### src/hw/rtl/lwt_pkg.sv
// Shared constants, types and command/status bundles for the lookahead waypoint tracker.
package lwt_pkg;

    localparam int MAX_WP = 1024;
    localparam int AW     = $clog2(MAX_WP);
    localparam int CW     = AW + 1;
    localparam int WW     = ((CW > 11) ? CW : 11) + 1;
    localparam int OW     = 10;
    localparam int DIV_N  = 62;
    localparam int SQ_N   = 33;
    localparam int ACC_W  = 35;
    localparam int DCW    = $clog2(DIV_N + 1);

    typedef enum logic [2:0] {
        REG_CIRC  = 3'd0,
        REG_MIN   = 3'd1,
        REG_MAX   = 3'd2,
        REG_RATIO = 3'd3,
        REG_BACK  = 3'd4,
        REG_AHEAD = 3'd5
    } t_reg_idx;

    typedef enum logic [4:0] {
        S_IDLE, S_DISP, S_LOAD, S_EMPTY, S_QRY, S_MOD, S_MODF,
        S_NRD, S_NMX, S_NMY, S_NCMP, S_LKM, S_LKD, S_LKC,
        S_WRA, S_WLA, S_WCHK, S_WRB, S_WMX, S_WMY, S_WSUM, S_WSQ, S_WUPD, S_FIN
    } t_state;

    typedef enum logic [1:0] {
        RD_IDX   = 2'd0,
        RD_WCUR  = 2'd1,
        RD_WNEXT = 2'd2
    } t_rd_sel;

    typedef struct packed {
        logic    take;
        logic    wr;
        logic    q_init;
        logic    mod_set;
        logic    div_step;
        logic    rd;
        t_rd_sel rd_sel;
        logic    mx;
        logic    my;
        logic    ncmp;
        logic    lk_mul;
        logic    lk_set;
        logic    la;
        logic    wchk;
        logic    sq_init;
        logic    sq_step;
        logic    wupd;
        logic    emit;
        logic    emit_empty;
    } t_cmd;

    typedef struct packed {
        logic is_query;
        logic cnt_zero;
        logic need_mod;
        logic div_last;
        logic n_end;
        logic ratio_zero;
        logic w_stop;
        logic sq_last;
        logic wu_stop;
        logic out_free;
    } t_stat;

endpackage

### src/hw/rtl/lwt_ctrl.sv
// Sequencer for waypoint loads, nearest search, lookahead scaling and path walk.
module lwt_ctrl import lwt_pkg::*; (
    input  logic  i_clk,
    input  logic  i_rst_n,
    input  logic  i_in_valid,
    input  t_stat i_stat,
    output logic  o_in_stall,
    output t_cmd  o_cmd
);

    t_state r_state, n_state;

    always_ff @(posedge i_clk) begin
        if (!i_rst_n) begin
            r_state <= S_IDLE;
        end else begin
            r_state <= n_state;
        end
    end

    always_comb begin
        n_state = r_state;
        case (r_state)
            S_IDLE:  if (i_in_valid) n_state = S_DISP;
            S_DISP: begin
                if (!i_stat.is_query)     n_state = S_LOAD;
                else if (i_stat.cnt_zero) n_state = S_EMPTY;
                else                      n_state = S_QRY;
            end
            S_LOAD:  n_state = S_IDLE;
            S_EMPTY: if (i_stat.out_free) n_state = S_IDLE;
            S_QRY:   n_state = i_stat.need_mod ? S_MOD : S_NRD;
            S_MOD:   if (i_stat.div_last) n_state = S_MODF;
            S_MODF:  n_state = S_NRD;
            S_NRD:   n_state = S_NMX;
            S_NMX:   n_state = S_NMY;
            S_NMY:   n_state = S_NCMP;
            S_NCMP:  n_state = i_stat.n_end ? S_LKM : S_NRD;
            S_LKM:   n_state = i_stat.ratio_zero ? S_LKC : S_LKD;
            S_LKD:   if (i_stat.div_last) n_state = S_LKC;
            S_LKC:   n_state = S_WRA;
            S_WRA:   n_state = S_WLA;
            S_WLA:   n_state = S_WCHK;
            S_WCHK:  n_state = i_stat.w_stop ? S_FIN : S_WRB;
            S_WRB:   n_state = S_WMX;
            S_WMX:   n_state = S_WMY;
            S_WMY:   n_state = S_WSUM;
            S_WSUM:  n_state = S_WSQ;
            S_WSQ:   if (i_stat.sq_last) n_state = S_WUPD;
            S_WUPD:  n_state = i_stat.wu_stop ? S_FIN : S_WCHK;
            S_FIN:   if (i_stat.out_free) n_state = S_IDLE;
            default: n_state = S_IDLE;
        endcase
    end

    always_comb begin
        o_cmd      = '0;
        o_cmd.rd_sel = RD_IDX;
        o_in_stall = (r_state != S_IDLE);
        case (r_state)
            S_IDLE:  o_cmd.take = i_in_valid;
            S_LOAD:  o_cmd.wr = 1'b1;
            S_EMPTY: begin
                o_cmd.emit       = i_stat.out_free;
                o_cmd.emit_empty = 1'b1;
            end
            S_QRY:   o_cmd.q_init = 1'b1;
            S_MOD:   o_cmd.div_step = 1'b1;
            S_MODF:  o_cmd.mod_set = 1'b1;
            S_NRD: begin
                o_cmd.rd     = 1'b1;
                o_cmd.rd_sel = RD_IDX;
            end
            S_NMX:   o_cmd.mx = 1'b1;
            S_NMY:   o_cmd.my = 1'b1;
            S_NCMP:  o_cmd.ncmp = 1'b1;
            S_LKM:   o_cmd.lk_mul = 1'b1;
            S_LKD:   o_cmd.div_step = 1'b1;
            S_LKC:   o_cmd.lk_set = 1'b1;
            S_WRA: begin
                o_cmd.rd     = 1'b1;
                o_cmd.rd_sel = RD_WCUR;
            end
            S_WLA:   o_cmd.la = 1'b1;
            S_WCHK:  o_cmd.wchk = 1'b1;
            S_WRB: begin
                o_cmd.rd     = 1'b1;
                o_cmd.rd_sel = RD_WNEXT;
            end
            S_WMX:   o_cmd.mx = 1'b1;
            S_WMY:   o_cmd.my = 1'b1;
            S_WSUM:  o_cmd.sq_init = 1'b1;
            S_WSQ:   o_cmd.sq_step = 1'b1;
            S_WUPD:  o_cmd.wupd = 1'b1;
            S_FIN:   o_cmd.emit = i_stat.out_free;
            default: o_cmd.take = 1'b0;
        endcase
    end

endmodule

### config.mk
export PLATFORM = sky130hd
export DESIGN_NAME = lwt_ctrl
export DESIGN_NICKNAME = d
export VERILOG_FILES = /design/src/hw/rtl/lwt_pkg.sv /design/src/hw/rtl/lwt_ctrl.sv
export SDC_FILE = /design/constraint.sdc
export NUM_CORES = 1
export LEC_CHECK = 0
export ABC_AREA = 1
export BUFFER_PORTS_ARGS = -buffer_cell sky130_fd_sc_hd__buf_4
export CORE_MARGIN = 3
export CORE_UTILIZATION = 45
export DETAILED_ROUTE_END_ITERATION = 12
export PLACE_DENSITY = 0.78
export SYNTH_ARGS = -nofsm -noshare
export SYNTH_HDL_FRONTEND = slang
export SYNTH_SLANG_ARGS = --single-unit
### constraint.sdc
create_clock -name i_clk -period 1.5 [get_ports i_clk]
set_input_delay 0.3 -clock i_clk [delete_from_list [all_inputs] [get_ports i_clk]]
set_output_delay 0.3 -clock i_clk [all_outputs]
set_load 0.01 [all_outputs]
==> impl_metrics.py <==
metrics = {
    "status": {
        "outcome": "finished, violations left",
        "violations": "negative setup slack",
    },
    "grt": {
        "grt.overflow.total": 0,
        "grt_pass1_wl_um": 4890,
        "grtUsageTotal_pct": 32.1,
        "antenna_found_initial": 0,
        "grt_max_degree": 7,
        "grt_pass1_vias": 1102,
    },
    "yosys": {
        "synthArstFlopShare_pct": 0,
        "synthTopCellsByArea": "nand2_1 19%, nor2_1 19%, dfxtp_1 14%, inv_1 7.7%, nor2_2 6.9%",
        "yosys.area.top_type": "nand2_1",
        "yosysWarnings": 0,
        "postSynthCellCount": 143,
        "synth_commonest_cells": "37 x nand2_1, 37 x nor2_1, 15 x inv_1",
        "ys.flop_type": "dfxtp_1",
        "syn_avg_cell_area_um2": 5.09,
        "syn_nets": 156,
        "synth_cell_type_count": 23,
        "seq_area_frac_synth_pct": 13.7,
        "synth_edf_count": 0,
        "synth_seq_cells": 5,
        "syn_area_um2": 728,
        "yosys.area.top_type_share_pct": 19.1,
    },
    "drt": {
        "via_per_inst": 6.04,
        "ant_nets": 0,
        "drt-met1-wl_um": 1340,
        "wire_per_inst_um": 18.2,
        "met2_wirelength_um": 1720,
        "detail_route.wirelength_um": 3790,
        "drtIter0Drc": 98,
        "highest_layer": "met4",
        "drc": 0,
        "wl_met3_um": 470,
        "num_vias": 1256,
        "first_pass_iters": 5,
    },
    "timing": {
        "setup_viol": 23,
        "hold_viol": 0,
        "slew_headroom_pct": 82.5,
        "worst_slew_pin_slew_ps": 260,
        "min_period_ps": 1650,
        "rsz0062_at_grt": "yes",
        "skew_ps": 2.94,
        "final.setup.tns_ps": -1520,
        "fin_crit_sh_pct": 110,
        "max_freq_mhz": 607,
        "fin_ws_ps": -147,
        "slew_viol_final": 0,
    },
    "worst_setup_path": {
        "critPathSlowestCell": "dfxtp_4",
        "crit_path_end_kind": "output pin",
        "critPathKind": "reg -> out",
        "path_max_fanout": 4,
        "worst_setup_path_start_kind": "flop",
        "crit_chain": "inv_2 -> nand3_2 -> o21ai_2 -> inv_1 -> nor2_1 -> buf_4",
        "critPathRequiredTime_ps": 1200,
        "cpPeakStageDelay_ps": 370,
        "arrival_ps": 1350,
    },
    "layout": {
        "drive_above_1_share_pct": 53.4,
        "finalInstanceArea_mm2": 0.00128,
        "area_growth_pct": 75.6,
        "utilization_pct": 91.4,
        "largest_reg_flops": 5,
        "diodes": 0,
        "largest_registers": "r_state: 5 flops",
        "nets": 207,
        "largest_register": "r_state",
    },
    "die": {
        "die_w_um": 46.2,
        "fp-row-count": 13,
        "initial_utilization_pct": 52.1,
        "dieHeight_um": 46.2,
        "io_pins": 34,
        "die-area_mm2": 0.00214,
        "core_mm2": 0.00140,
    },
    "power_and_ir_drop": {
        "p_switching_mw": 1.25,
        "total_power_mw": 2.23,
        "p_seq_share_pct": 13.4,
        "p_int_uw": 984,
        "switching_share_pct": 55.9,
        "pwr-share-comb_pct": 79.0,
        "irDropWorstVdd_mv": 1.48,
        "power.share.clock_pct": 7.6,
        "p_leak_nw": 0.670,
        "p_per_area_mw_per_mm2": 1740,
    },
    "clock_network": {
        "htreeDepth": 1,
        "clk_pin_slew_ps": 50,
        "cts_tree": "yes",
        "clockRootBuffer": "clkbuf_4",
        "cts_hold_buf": 0,
        "numCtsBuffers": 3,
        "clk_latency_ps": 250,
        "clock_path_buffers": 2,
        "cts.sinks": 5,
    },
    "placement": {
        "dp_slack_ps": -0.874,
        "gp_congestion": 1.04,
        "io_buffers": 33,
        "postPlaceCellArea_mm2": 0.00102,
        "dp_hpwl_um": 1990,
    },
    "run": {
        "maxCapViolCount": 0,
    },
    "min_path": {
        "hold_path.class": "in -> reg",
    },
}
-- worst max-delay path: cells and delay by family, from the launching register on --
family                 cells  cell delay (ps)
AO/OA/AOI/OAI              1              210
flip-flops                 1              370
buffers and inverters      3              280
AND/OR/NAND/NOR            2              230
-- path summary, 6_finish.rpt --
path               from    endpoint  slack, ps  cells after the start
max reg2reg  r_state[4]  r_state[0]       -140                     10
min             i_rst_n  r_state[4]        290                      3
min reg2reg  r_state[2]  r_state[2]        570                      2
max          r_state[3]    o_cmd[1]       -150                      6
-- cells by family (layout without fill, tap and decap cells) --
group / after synthesis / after routing / synth area share [%]
AOI/OAI and AO/OA: 15 / 15 / 12.2
and+or+nand+nor: 101 / 101 / 62.2
DFF: 5 / 5 / 13.7
buffers and inverters: 22 / 72 / 11.9
-- per-layer routing --
| layer | vias up | GRT usage, % |
|---|---|---|
| li1 | 546 | - |
| met1 | 538 | 35.6 |
| met2 | 139 | 57.7 |
| met3 | 33 | 8.59 |
| met4 | 0 | 10.8 |
| met5 | - | 0 |
-- power by group through the flow --
stage                     logic (mW)  clock network [mW]  registers [mW]
after floorplan                0.747                   0           0.240
after global placement          1.13                   0           0.249
after CTS                       1.46               0.165           0.281
after global routing            1.87               0.180           0.300
final                           1.76               0.169           0.298
after detailed placement        1.13                   0           0.253
-- through the flow --
stage | instances | hold slack (ps)
2_1_floorplan | 143 | 439
3_3_place_gp | 194 | 538
3_5_place_dp | 194 | 550
4_1_cts | 207 | 290
5_1_grt | 208 | 337
6_report | 208 | 288
-- final cells by class --
class / count / area [µm²]
clock buffer: 4 / 26.3
fill: 66 / 120
inverter: 21 / 81.3
multi-input combinational: 116 / 672
sequential: 5 / 116
tap: 15 / 18.8
timing repair buffer: 47 / 364
-- cells in the final DEF (no fill, tap or decap) --
| cell type | instances |
|---|---|
| a22o_1 | 1 |
| nor2_2 | 8 |
| nand2_1 | 29 |
| nand4_1 | 1 |
| nor2_4 | 9 |
| a211oi_1 | 1 |
| buf_4 | 44 |
| buf_6 | 3 |
| clkbuf_1 | 1 |
| o21ai_4 | 1 |
| o21a_1 | 1 |
| o21ai_1 | 3 |
| a31oi_1 | 1 |
| inv_2 | 8 |
| o21ai_0 | 1 |
| o21ai_2 | 1 |
| a21oi_2 | 1 |
| clkbuf_4 | 3 |
| or2_0 | 1 |
| nand2_2 | 12 |
| dfxtp_4 | 4 |
| nand3b_1 | 1 |
| nand2_4 | 2 |
| a21oi_1 | 4 |
| inv_1 | 12 |
| nor3b_1 | 1 |
| nand3_1 | 4 |
| nand3_2 | 4 |
| nand3_4 | 1 |
| dfxtp_2 | 1 |
| nor2_1 | 28 |
| inv_4 | 1 |
-- what timing repair did --
action / 4_1_cts / 5_1_grt
endpoints found under the setup margin: 20 / 25
setup buffers: 9 / 1
pin swaps: 6 / 0
gates resized for setup: 37 / 15
Power figures use the tool's default switching activity.
